--- src/hw/rtl/spring_beam_force_with_break_defines.svh ---
// ----------------------------------------------------------------------------
// spring beam force assertion macros
// shared property wrappers clocked on aclk, disabled during reset
// ----------------------------------------------------------------------------
`ifndef SPRING_BEAM_FORCE_WITH_BREAK_DEFINES_SVH
`define SPRING_BEAM_FORCE_WITH_BREAK_DEFINES_SVH

// same-cycle implication
`define SBF_ASSERT_NOW(label, ant, cons) \
    label: assert property (@(posedge aclk) disable iff (!aresetn) (ant) |-> (cons)) \
        else $error("assertion failed");

// next-cycle implication
`define SBF_ASSERT_NEXT(label, ant, cons) \
    label: assert property (@(posedge aclk) disable iff (!aresetn) (ant) |=> (cons)) \
        else $error("assertion failed");

`endif

--- src/hw/rtl/sbf_pkg.sv ---
// ----------------------------------------------------------------------------
// sbf_pkg
// widths, codes and step functions for the spring beam force pipeline
// ----------------------------------------------------------------------------
`timescale 1ns / 1ps

package sbf_pkg;

    localparam int CW      = 24;
    localparam int FB      = 8;
    localparam int REST_W  = 24;
    localparam int STIFF_W = 24;
    localparam int MPL_W   = 16;
    localparam int GRAV_W  = 24;
    localparam int OUT_W   = 40;
    localparam int RATIO_W = 17;
    localparam int UFRAC   = 16;

    localparam int N_W         = 2 * CW + 2;
    localparam int ROOT_W      = CW + 1;
    localparam int REM_W       = CW + 3;
    localparam int SQRT_STAGES = CW + 1;

    localparam int DV_W       = (CW + 1 > STIFF_W) ? CW + 1 : STIFF_W;
    localparam int Q_W        = UFRAC + 1;
    localparam int DIV_STAGES = Q_W;

    localparam int MAG_W    = STIFF_W + ROOT_W - FB;
    localparam int MAGSAT_W = OUT_W - 1;
    localparam int MASS_W   = MPL_W + REST_W - 16;
    localparam int HW_W     = MASS_W + GRAV_W - FB - 1;

    localparam int CFG_IDX_W = 8;
    localparam int CFG_DAT_W = 24;
    localparam logic [CFG_IDX_W-1:0] REG_STIFFNESS   = 8'd0;
    localparam logic [CFG_IDX_W-1:0] REG_BREAK_FORCE = 8'd1;
    localparam logic [CFG_IDX_W-1:0] REG_MASS_PER_L  = 8'd2;
    localparam logic [CFG_IDX_W-1:0] REG_GRAVITY     = 8'd3;

    localparam logic [1:0] MODE_END_A   = 2'd0;
    localparam logic [1:0] MODE_END_B   = 2'd1;
    localparam logic [1:0] MODE_NEITHER = 2'd2;
    localparam logic [1:0] MODE_UNUSED  = 2'd3;

    typedef struct packed {
        logic [REM_W-1:0]  rem;
        logic [ROOT_W-1:0] root;
        logic [N_W-1:0]    n;
    } sqrt_st_t;

    typedef struct packed {
        logic [DV_W-1:0] rem;
        logic [DV_W-1:0] y;
        logic [Q_W-1:0]  bits;
        logic [Q_W-1:0]  q;
    } div_st_t;

    // one radix-2 digit of the integer square root
    function automatic sqrt_st_t sqrt_step(input sqrt_st_t s);
        logic [REM_W-1:0] sh;
        logic [REM_W-1:0] t;
        sqrt_st_t r;
        sh = {s.rem[ROOT_W-1:0], s.n[N_W-1:N_W-2]};
        t  = {s.root, 2'b01};
        r.n = {s.n[N_W-3:0], 2'b00};
        if (sh >= t) begin
            r.rem  = sh - t;
            r.root = {s.root[ROOT_W-2:0], 1'b1};
        end else begin
            r.rem  = sh;
            r.root = {s.root[ROOT_W-2:0], 1'b0};
        end
        return r;
    endfunction

    // one restoring division step
    function automatic div_st_t div_step(input div_st_t s);
        logic [DV_W:0] sh;
        div_st_t r;
        sh     = {s.rem, s.bits[Q_W-1]};
        r.y    = s.y;
        r.bits = {s.bits[Q_W-2:0], 1'b0};
        if (sh >= {1'b0, s.y}) begin
            r.rem = DV_W'(sh - {1'b0, s.y});
            r.q   = {s.q[Q_W-2:0], 1'b1};
        end else begin
            r.rem = sh[DV_W-1:0];
            r.q   = {s.q[Q_W-2:0], 1'b0};
        end
        return r;
    endfunction

endpackage

--- src/hw/rtl/sbf_sqrt.sv ---
// ----------------------------------------------------------------------------
// sbf_sqrt
// pipelined integer square root, one result digit per stage
// ----------------------------------------------------------------------------
`timescale 1ns / 1ps

module sbf_sqrt (
    input  logic                       aclk,
    input  logic                       en,
    input  logic [sbf_pkg::N_W-1:0]    n,
    output logic [sbf_pkg::ROOT_W-1:0] root
);

    sbf_pkg::sqrt_st_t st_reg [sbf_pkg::SQRT_STAGES];
    sbf_pkg::sqrt_st_t init;

    always_comb begin
        init.rem  = '0;
        init.root = '0;
        init.n    = n;
    end

    always_ff @(posedge aclk) begin
        if (en) begin
            st_reg[0] <= sbf_pkg::sqrt_step(init);
            for (int i = 1; i < sbf_pkg::SQRT_STAGES; i++) begin
                st_reg[i] <= sbf_pkg::sqrt_step(st_reg[i-1]);
            end
        end
    end

    assign root = st_reg[sbf_pkg::SQRT_STAGES-1].root;

endmodule

--- config.mk ---
export PLATFORM = sky130hd
export DESIGN_NAME = sbf_sqrt
export DESIGN_NICKNAME = d
export VERILOG_FILES = /design/src/hw/rtl/spring_beam_force_with_break_defines.svh /design/src/hw/rtl/sbf_pkg.sv /design/src/hw/rtl/sbf_sqrt.sv
export SDC_FILE = /design/constraint.sdc
export NUM_CORES = 2
export LEC_CHECK = 0
export ABC_CLOCK_PERIOD_IN_PS = 7200
export BUFFER_PORTS_ARGS = -buffer_cell sky130_fd_sc_hd__clkbuf_2
export CAP_MARGIN = 30
export CORE_ASPECT_RATIO = 1.25
export CORE_MARGIN = 2
export CORE_UTILIZATION = 62
export DETAILED_ROUTE_END_ITERATION = 8
export PLACE_DENSITY_LB_ADDON = 0.3
export SYNTH_ARGS = -nofsm -noshare
export SYNTH_HDL_FRONTEND = slang
export SYNTH_SLANG_ARGS = --single-unit
--- constraint.sdc ---
create_clock -name aclk -period 7.2 [get_ports aclk]
set_input_delay 2.16 -clock aclk [delete_from_list [all_inputs] [get_ports aclk]]
set_output_delay 2.16 -clock aclk [all_outputs]
set_load 0.02 [all_outputs]
==> impl_metrics.env <==
export IMPL_clockRootBuffer="clkbuf_16"
export IMPL_die_area_um2=114000
export IMPL_top_layer="met4"
export IMPL_p_comb_share_pct=19.1
export IMPL_htreeDepth=4
export IMPL_fin_crit_ns=3.97
export IMPL_syn_nets=5615
export IMPL_yosys_top_cells_area="edfxtp_1, ha_1, xor2_1"
export IMPL_cts_buffers=143
export IMPL_status="finished, final reports clean"
export IMPL_grt_start_max_net_pins=174
export IMPL_cts_setup_buffers=0
export IMPL_synth_cells=5212
export IMPL_whs_ns=0.405
export IMPL_vias=40000
export IMPL_grt_pass1_vias=40300
export IMPL_dp_cells=6662
export IMPL_grt_first_pass_wirelength_um=202000
export IMPL_antenna_found_initial=0
export IMPL_ant_nets=0
export IMPL_final_nets=5762
export IMPL_gr_total_overflow=0
export IMPL_worst_path_max_fanout=40
export IMPL_seq_area_frac_synth_pct=65.1
export IMPL_dr_pass1_iters=6
export IMPL_min_delay_path_class="register to register"
export IMPL_crit_arrival_ns=4.49
export IMPL_drc=0
export IMPL_synthFlopType="edfxtp_1"
export IMPL_grt_usage_pct=22.5
export IMPL_layout_worst_path_cycle_share_pct=55.2
export IMPL_cp_slowest_cell="a211oi_1"
export IMPL_port_buffer_count=76
export IMPL_drt_total_wl_um=126000
export IMPL_gp_congestion=0.960
export IMPL_slowest_delay_ns=0.64
export IMPL_r2r_start="st_reg[1][173]"
export IMPL_crit_start="st_reg[1][173]"
export IMPL_synth_top_area_share_pct=65.1
export IMPL_p_per_area_nw_per_um2=308
export IMPL_p_sw_mw=6.38
export IMPL_required_ns=7.72
export IMPL_maxSlewHeadroom_pct=21.1
export IMPL_cap_viol_max_count=0
export IMPL_initial_core_util_pct=62.6
export IMPL_cts_buffer_depth=3
export IMPL_postCtsHoldBufs=0
export IMPL_met1_length_um=46200
export IMPL_ys_ff_latch=1492
export IMPL_ir_drop_mv=0.355
export IMPL_ioPinCount=77
export IMPL_fin_cells=6921
export IMPL_total_leakage_power_nw=29.0
export IMPL_yosysTopAreaCell="edfxtp_1"
export IMPL_reg2reg_depth=11
export IMPL_ys_types=87
export IMPL_wl_met2_um=68200
export IMPL_max_freq_mhz=252
export IMPL_place_hpwl_um=89400
export IMPL_worstHoldStart="st_reg[0][816]"
export IMPL_synth_warnings=0
export IMPL_clkPwrFrac_pct=31.2
export IMPL_die_h_um=376
export IMPL_clock_skew_final_ns=0.0335
export IMPL_synth_common_cells="edfxtp_1, inv_1, nand2_1"
export IMPL_tns_ns=0
export IMPL_avgRoutedWirePerCell_um=18.2
export IMPL_rsz0062_at_grt="false"
export IMPL_synth_edf_count=1492
export IMPL_setup_ws_ns=3.23
export IMPL_worst_setup_path_start_kind="register"
export IMPL_hold_violations=0
export IMPL_crit_path_end_kind="register"
export IMPL_whs_path_depth=0
export IMPL_p_seq_share_pct=49.7
export IMPL_slew_viol_final=0
export IMPL_core_um2=110000
export IMPL_syn2layout_area_growth_pct=9.82
export IMPL_cts_sinks=1492
export IMPL_layout_drive_gt1_share_pct=8.06
export IMPL_drt_initial_drc_count=2695
export IMPL_die_w_um=302
export IMPL_netSwitchingFraction_pct=27.4
export IMPL_n_antenna_cell=0
export IMPL_largest_reg_flops=1492
export IMPL_yosysMostFrequentCell="edfxtp_1"
export IMPL_async_flop_share_pct=0
export IMPL_netlist_area_um2=68800
export IMPL_crit_chain="ha_1 -> o21ai_0 -> a211oi_1 -> or4_1 -> o2111ai_1 -> o311ai_0 -> o31ai_4 -> buf_4 -> nor4_1 -> nand2_1 -> xnor2_1"
export IMPL_dp_slack_ns=3.13
export IMPL_syn_avg_cell_area_um2=13.2
export IMPL_cts_resized=0
export IMPL_cts_tree="built"
export IMPL_wl_met3_um=4250
export IMPL_critPathKind="register to register"
export IMPL_setup_viol=0
export IMPL_clkTransAtPathRegs_ns=0.06
export IMPL_worst_pin_slew_ns=1.18
export IMPL_rows=136
export IMPL_p_int_mw=16.9
export IMPL_clk_latency_ns=0.78
export IMPL_vias_per_cell=5.78
[cell usage in the layout (no fill, tap or decap), types with 72 or more instances in the layout]
master and n:
edfxtp_1 1492, inv_1 439, nand2_1 374, ha_1 351, nor2_1 290, o21ai_0 287
a21oi_1 276, xor2_1 227, xnor2_1 223, clkbuf_16 143, a21o_1 117, nor3_1 116
o21a_1 77, clkbuf_2 75, nand3_1 72
[layout make-up]
| type | instances | area (um2) |
|---|---|---|
| Timing Repair Buffer | 116 | 866 |
| Sequential cell | 1492 | 44800 |
| Tap cell | 1449 | 1810 |
| Inverter | 441 | 1660 |
| Clock buffer | 167 | 3670 |
| Clock inverter | 91 | 885 |
| Fill cell | 7477 | 34400 |
| Multi-Input combinational cell | 3165 | 21800 |
[per-layer routing]
metal / vias up / global-route usage (%)
met2: 879 / 42.5
met3: 382 / 3.34
met5: - / 0
met1: 19200 / 23.5
li1: 19500 / -
met4: 0 / 12.9
[cell families (layout without fill, tap and decap cells)]
| family | count (synthesis) | in the layout | synth area share [%] |
|---|---|---|---|
| buffers and inverters | 555 | 815 | 3.18 |
| XOR/XNOR | 450 | 450 | 5.73 |
| multiplexers | 64 | 64 | 1.03 |
| AO/OA/AOI/OAI | 1015 | 1015 | 9.20 |
| adder cells (fa/ha/maj) | 351 | 351 | 6.39 |
| other | 1 | 1 | 0.00545 |
| AND/OR/NAND/NOR | 1284 | 1284 | 9.32 |
| flip-flops | 1492 | 1492 | 65.1 |
[metrics by stage]
step                      power, mW  instance area [um2]  util (%)
after floorplan                14.8                68800         -
after global placement         16.0                70900      64.5
after detailed placement       16.2                70900      64.5
after CTS                      23.4                75500      68.7
after global routing           24.4                75500      68.7
final                          23.3                75500      68.7
[worst max-delay path, delay by kind of cell (launching register included)]
kind	cells	cell delay, ns
AO/OA/AOI/OAI	5	1.63
AND/OR/NAND/NOR	3	0.92
flip-flops	1	0.38
adder cells (fa/ha/maj)	1	0.35
buffers and inverters	1	0.28
XOR/XNOR	1	0.15
[power groups by stage]
stage / Clock (mW) / Combinational (mW) / Sequential (mW)
final: 7.26 / 4.45 / 11.6
after global routing: 7.74 / 4.97 / 11.7
after CTS: 7.43 / 4.43 / 11.6
after detailed placement: 0 / 4.40 / 11.7
after global placement: 0 / 4.27 / 11.7
after floorplan: 0 / 3.36 / 11.5
[path summary, 6_finish.rpt]
check / slack [ns] / end
hold / removal: 0.41 / st_reg[0][918]
hold reg to reg: 0.41 / st_reg[0][918]
setup / recovery: 3.23 / st_reg[1][295]
setup reg to reg: 3.23 / st_reg[1][295]
Note: power is estimated with default switching activity, not from simulation.
