### src/hw/rtl/spring_beam_force_with_break_defines.svh
// ----------------------------------------------------------------------------
// spring beam force assertion macros
// shared property wrappers clocked on aclk, disabled during reset
// ----------------------------------------------------------------------------
`ifndef SPRING_BEAM_FORCE_WITH_BREAK_DEFINES_SVH
`define SPRING_BEAM_FORCE_WITH_BREAK_DEFINES_SVH

// same-cycle implication
`define SBF_ASSERT_NOW(label, ant, cons) \
    label: assert property (@(posedge aclk) disable iff (!aresetn) (ant) |-> (cons)) \
        else $error("assertion failed");

// next-cycle implication
`define SBF_ASSERT_NEXT(label, ant, cons) \
    label: assert property (@(posedge aclk) disable iff (!aresetn) (ant) |=> (cons)) \
        else $error("assertion failed");

`endif

### src/hw/rtl/sbf_pkg.sv
// ----------------------------------------------------------------------------
// sbf_pkg
// widths, codes and step functions for the spring beam force pipeline
// ----------------------------------------------------------------------------
`timescale 1ns / 1ps

package sbf_pkg;

    localparam int CW      = 24;
    localparam int FB      = 8;
    localparam int REST_W  = 24;
    localparam int STIFF_W = 24;
    localparam int MPL_W   = 16;
    localparam int GRAV_W  = 24;
    localparam int OUT_W   = 40;
    localparam int RATIO_W = 17;
    localparam int UFRAC   = 16;

    localparam int N_W         = 2 * CW + 2;
    localparam int ROOT_W      = CW + 1;
    localparam int REM_W       = CW + 3;
    localparam int SQRT_STAGES = CW + 1;

    localparam int DV_W       = (CW + 1 > STIFF_W) ? CW + 1 : STIFF_W;
    localparam int Q_W        = UFRAC + 1;
    localparam int DIV_STAGES = Q_W;

    localparam int MAG_W    = STIFF_W + ROOT_W - FB;
    localparam int MAGSAT_W = OUT_W - 1;
    localparam int MASS_W   = MPL_W + REST_W - 16;
    localparam int HW_W     = MASS_W + GRAV_W - FB - 1;

    localparam int CFG_IDX_W = 8;
    localparam int CFG_DAT_W = 24;
    localparam logic [CFG_IDX_W-1:0] REG_STIFFNESS   = 8'd0;
    localparam logic [CFG_IDX_W-1:0] REG_BREAK_FORCE = 8'd1;
    localparam logic [CFG_IDX_W-1:0] REG_MASS_PER_L  = 8'd2;
    localparam logic [CFG_IDX_W-1:0] REG_GRAVITY     = 8'd3;

    localparam logic [1:0] MODE_END_A   = 2'd0;
    localparam logic [1:0] MODE_END_B   = 2'd1;
    localparam logic [1:0] MODE_NEITHER = 2'd2;
    localparam logic [1:0] MODE_UNUSED  = 2'd3;

    typedef struct packed {
        logic [REM_W-1:0]  rem;
        logic [ROOT_W-1:0] root;
        logic [N_W-1:0]    n;
    } sqrt_st_t;

    typedef struct packed {
        logic [DV_W-1:0] rem;
        logic [DV_W-1:0] y;
        logic [Q_W-1:0]  bits;
        logic [Q_W-1:0]  q;
    } div_st_t;

    // one radix-2 digit of the integer square root
    function automatic sqrt_st_t sqrt_step(input sqrt_st_t s);
        logic [REM_W-1:0] sh;
        logic [REM_W-1:0] t;
        sqrt_st_t r;
        sh = {s.rem[ROOT_W-1:0], s.n[N_W-1:N_W-2]};
        t  = {s.root, 2'b01};
        r.n = {s.n[N_W-3:0], 2'b00};
        if (sh >= t) begin
            r.rem  = sh - t;
            r.root = {s.root[ROOT_W-2:0], 1'b1};
        end else begin
            r.rem  = sh;
            r.root = {s.root[ROOT_W-2:0], 1'b0};
        end
        return r;
    endfunction

    // one restoring division step
    function automatic div_st_t div_step(input div_st_t s);
        logic [DV_W:0] sh;
        div_st_t r;
        sh     = {s.rem, s.bits[Q_W-1]};
        r.y    = s.y;
        r.bits = {s.bits[Q_W-2:0], 1'b0};
        if (sh >= {1'b0, s.y}) begin
            r.rem = DV_W'(sh - {1'b0, s.y});
            r.q   = {s.q[Q_W-2:0], 1'b1};
        end else begin
            r.rem = sh[DV_W-1:0];
            r.q   = {s.q[Q_W-2:0], 1'b0};
        end
        return r;
    endfunction

endpackage

### src/hw/rtl/sbf_div.sv
// ----------------------------------------------------------------------------
// sbf_div
// pipelined divider, q = (x << 16) / y, one quotient bit per stage
// ----------------------------------------------------------------------------
`timescale 1ns / 1ps

module sbf_div (
    input  logic                     aclk,
    input  logic                     en,
    input  logic [sbf_pkg::DV_W-1:0] x,
    input  logic [sbf_pkg::DV_W-1:0] y,
    output logic [sbf_pkg::Q_W-1:0]  q
);

    sbf_pkg::div_st_t st_reg [sbf_pkg::DIV_STAGES];
    sbf_pkg::div_st_t init;

    // x >> 1 is below y, so only the low quotient bits are live
    always_comb begin
        init.rem  = x >> 1;
        init.y    = y;
        init.bits = {x[0], {(sbf_pkg::Q_W-1){1'b0}}};
        init.q    = '0;
    end

    always_ff @(posedge aclk) begin
        if (en) begin
            st_reg[0] <= sbf_pkg::div_step(init);
            for (int i = 1; i < sbf_pkg::DIV_STAGES; i++) begin
                st_reg[i] <= sbf_pkg::div_step(st_reg[i-1]);
            end
        end
    end

    assign q = st_reg[sbf_pkg::DIV_STAGES-1].q;

endmodule

### config.mk
export PLATFORM = sky130hd
export DESIGN_NAME = sbf_div
export DESIGN_NICKNAME = d
export VERILOG_FILES = /design/src/hw/rtl/spring_beam_force_with_break_defines.svh /design/src/hw/rtl/sbf_pkg.sv /design/src/hw/rtl/sbf_div.sv
export SDC_FILE = /design/constraint.sdc
export NUM_CORES = 2
export LEC_CHECK = 0
export BUFFER_PORTS_ARGS = -buffer_cell sky130_fd_sc_hd__buf_2
export CORE_ASPECT_RATIO = 0.9
export CORE_UTILIZATION = 40
export DETAILED_ROUTE_END_ITERATION = 10
export GPL_TIMING_DRIVEN = 0
export PLACE_DENSITY = 0.53
export SLEW_MARGIN = 20
export SYNTH_ARGS = -nofsm -noshare
export SYNTH_HDL_FRONTEND = slang
export SYNTH_SLANG_ARGS = --single-unit
### constraint.sdc
create_clock -name aclk -period 4.4 [get_ports aclk]
set_clock_uncertainty 0.15 [all_clocks]
set_input_delay 0.66 -clock aclk [delete_from_list [all_inputs] [get_ports aclk]]
set_output_delay 0.66 -clock aclk [all_outputs]
set_load 0.005 [all_outputs]
==> summary.md <==
| Metric | Value |
|---|---|
| Clock buffer count from CTS | 106 |
| Initial cell density of the core | around 41% |
| Routability-driven placement congestion ratio | 0.894 |
| Number of placed I/O pins | slightly below 70 |
| Outcome | finished, final reports clean |
| Count of port buffers added during placement | 68 |
| Critical-path top delay cell | a211oi_1 |
| Critical path start-end classification | reg2reg |
| Crit path capture | st_reg[0][1324]$_DFFE_PP_ |
| Number of routed nets with antenna violations | 0 |
| HPWL after detailed placement | between 90 and 100 mm |
| CTS tree | built |
| Maximum fanout count along the critical path | 10 |
| Worst EP arrival | about 4500 ps |
| First-pass GRT wire length | about 200 mm |
| Area growth from synthesis to layout | 11.9% |
| Crit. End Element | register |
| Flip-flop count of the largest register, all copies and words added | 953 |
| Count of different cell masters after synthesis | 95 |
| Source of the worst register-to-register timing path | st_reg[0][1195]$_DFFE_PP_ |
| Count of max-cap constraint violations | 0 |
| Tcrit/Tclk final | 95.7% |
| Total of flip-flops plus latches after synthesis | approximately 950 |
| Synthesized net count | 5,397 |
| Final worst hold slack | 53.2 ps |
| Antenna violations before repair | 1 |
| WP depth | 12 |
| Std-Cell Core Area | 136,000 um^2 |
| Number of failing setup endpoints in the final timing report | 0 |
| Min Clock Period, post-route | 4210 ps |
| Total detailed-routing wirelength | 128 mm |
| Startpoint Class | register |
| Final-layout setup total negative slack | 0 ps |
| Cell accounting for the most synthesized area | edfxtp_1 |
| Crit path largest cell delay | between 500 and 600 ps |
| Max IR drop VDD | 0.333 mV |
| Mean cell area of the mapped netlist | 11.2 um^2 |
| Net count reported at finish | 5,606 |
| Top area cells in the synthesized netlist | edfxtp_1 (52%), ha_1 (9.6%), mux2_2 (3.8%) |
| Achievable Freq | between 0.2 and 0.25 GHz |
| Count of filler cells inserted in the layout | approximately 13k |
| Share of flip-flops with an asynchronous set or reset | 0% |
| Number of placement rows | around 130 |
| Detail-routed net length per standard cell | 18.2 um |
| Setup slack, reg-to-reg | 190 ps |
| Portion of the post-synthesis area used by sequential elements | between 50% and 60% |
| Number of global-route vias before repair | between 30k and 40k |
| Number of pins with negative max-slew slack in the final report | 0 |
| Critical Path RT | 4710 ps |
| Area of the die | 139,000 um^2 |
| Critical-path cell list | fa_1, nand2b_1, a21boi_0, o21ai_0, a211oi_1, nor4_2, nor3_1, o2111a_1, nor4_4, buf_12, buf_2, mux2_2 |
| Crit-path leading delay family | compound AO/OA/AOI/OAI gates |
| Ys flop type | edfxtp_1 |
| R2R Path End | st_reg[0][1324]$_DFFE_PP_ |
| Maximum clock path buffer count | 3 |
| Buffer type at the clock tree root | clkbuf_16 |
| Count leader, synth | edfxtp_1 |
| Number of failing hold endpoints at the final stage | 0 |
| Worst-Margin Slew | 1030 ps |
| Pin count of the biggest net entering global routing | between 100 and 150 |
| Total via count after detailed routing | 37.0k |
| Drc violations | 0 |
| Crit path buf inv count | 2 |
| Clk pin slew, worst setup/hold paths | 60 ps |
| Setup repair after global routing missed its margin | no |
| Gate count after technology mapping | 4,905 |
| Worst setup path startpoint | st_reg[0][1195]$_DFFE_PP_ |
| Post-synthesis cell area | 55,200 um^2 |
| Clock sink total | 953 |
| Power Density | between 700 and 800 nW/um^2 |
| Finished Cell Area | 61,700 um^2 |
| Lkg Pwr | 25.2 nW |
| Number of synthesis warnings | 0 |
| GR Overflow Total | 0 |
| Portion of synthesized cell area occupied by the leading cell type | approximately half |
| Instance area after placement | 58,000 um^2 |
| Chip Width | 393 um |
| List of most frequent post-synthesis cells | edfxtp_1 (953), inv_1 (533), ha_1 (424), a21oi_1 (353), nor2_1 (312) |
| DR vias/cell | 5.26 |
| Total power after layout | about 44 mW |
| Ratio of cells with drive above 1 in the final layout | 10.2% |
| Max_slew headroom | between 20% and 30% |
| Number of search-and-repair iterations in the first detailed-routing pass | 6 |
| Clock insertion delay at the later pin of the skew report | slightly above 700 ps |
| Die Span Y | 354 um |
| Path depth of the worst reg2reg path | 12 |
| Hold/Removal Path Class | in2reg |
| H-tree level count | 3 |
| Drt initial violations | around 2.5k |
| Total GRT Usage | 18.1% |
| EDFF count, synth | about 950 |
worst min-delay path by stage:
stage	end	slack, ps	from	cells past startpoint
CTS	st_reg[0][34]$_DFFE_PP_	0.4	y[1]	1
global placement	st_reg[0][835]$_DFFE_PP_	250	st_reg[0][751]$_DFFE_PP_	0
detailed placement	st_reg[0][1336]$_DFFE_PP_	250	st_reg[0][1252]$_DFFE_PP_	0
floorplan	st_reg[0][1000]$_DFFE_PP_	250	st_reg[0][916]$_DFFE_PP_	0
finish	st_reg[0][550]$_DFFE_PP_	50	en	1
global route	st_reg[0][550]$_DFFE_PP_	3	en	1
cells by family after synthesis:
logic type / share of synthesized area (%)
AOI/OAI and AO/OA: 14.6
muxes: 4.15
buffers and inverters: 4.67
and+or+nand+nor: 9.55
xor gates and xnor gates: 4.97
DFF: 51.9
adders and majority gates: 10.2
report_power, final:
group	total [mW]	switching (mW)	internal (mW)	leakage [nW]
clock	8.83	3.69	5.14	1.68
combinational	20.7	11.6	9.07	14.2
sequential	15.0	1.44	13.6	9.31
final cells by class:
cell class / count / area [um^2] / area share (%)
Inverter: 533 / 2000 / 3.24
Clock buffer: 127 / 2770 / 4.49
Antenna cell: 1 / 2.50 / 0.00405
Timing Repair Buffer: 101 / 816 / 1.32
Sequential cell: 953 / 28600 / 46.4
Tap cell: 1820 / 2280 / 3.69
Multi-Input combinational cell: 3307 / 24000 / 38.9
Clock inverter: 71 / 676 / 1.09
Buffer: 112 / 576 / 0.933
per-layer routing:
metal / vias to the layer above / wire (um) / global-route usage [%]
li1: 18500 / - / -
met1: 17700 / 62500 / 26.0
met2: 656 / 57200 / 28.3
met3: 168 / 5360 / 2.96
met4: 0 / 2970 / 4.78
met5: - / 0 / 0
metrics by stage:
step,worst slack (ps),instances,util (%)
CTS,70.6,7022,45.3
global placement,-12910,6793,42.4
finish,191,7025,45.3
global route,23.5,7024,45.3
floorplan,903,4905,-
detailed placement,39.6,6800,42.6
repair_timing:
| item | CTS | global route |
|---|---|---|
| setup buffers | 0 | 2 |
| setup endpoints to repair | 0 | 33 |
| hold buffers | 24 | 0 |
| endpoints found under the hold margin | 24 | 0 |
| gates resized for setup | 0 | 5 |
cells in the final DEF, fill, tap and decap left out, types with 61 or more instances in the layout:
master     count
edfxtp_1     953
inv_1        533
ha_1         424
a21oi_1      353
nor2_1       312
nand2_1      310
o21ai_0      300
xnor2_1      199
mux2_2       188
a21o_1       175
xor2_1       114
clkbuf_16    108
buf_2         99
nand3_1       76
o21a_1        73
clkbuf_1      71
nand4_1       61
worst reg2reg max path, cell delays in order, from the launching register on:
cell      delay (ps)
edfxtp_1         450
fa_1             500
nand2b_1         160
a21boi_0         240
o21ai_0          250
a211oi_1         540
nor4_2           100
nor3_1           420
o2111a_1         340
nor4_4            70
buf_12           150
buf_2            250
mux2_2           340
Power figures use the tool's default switching activity.
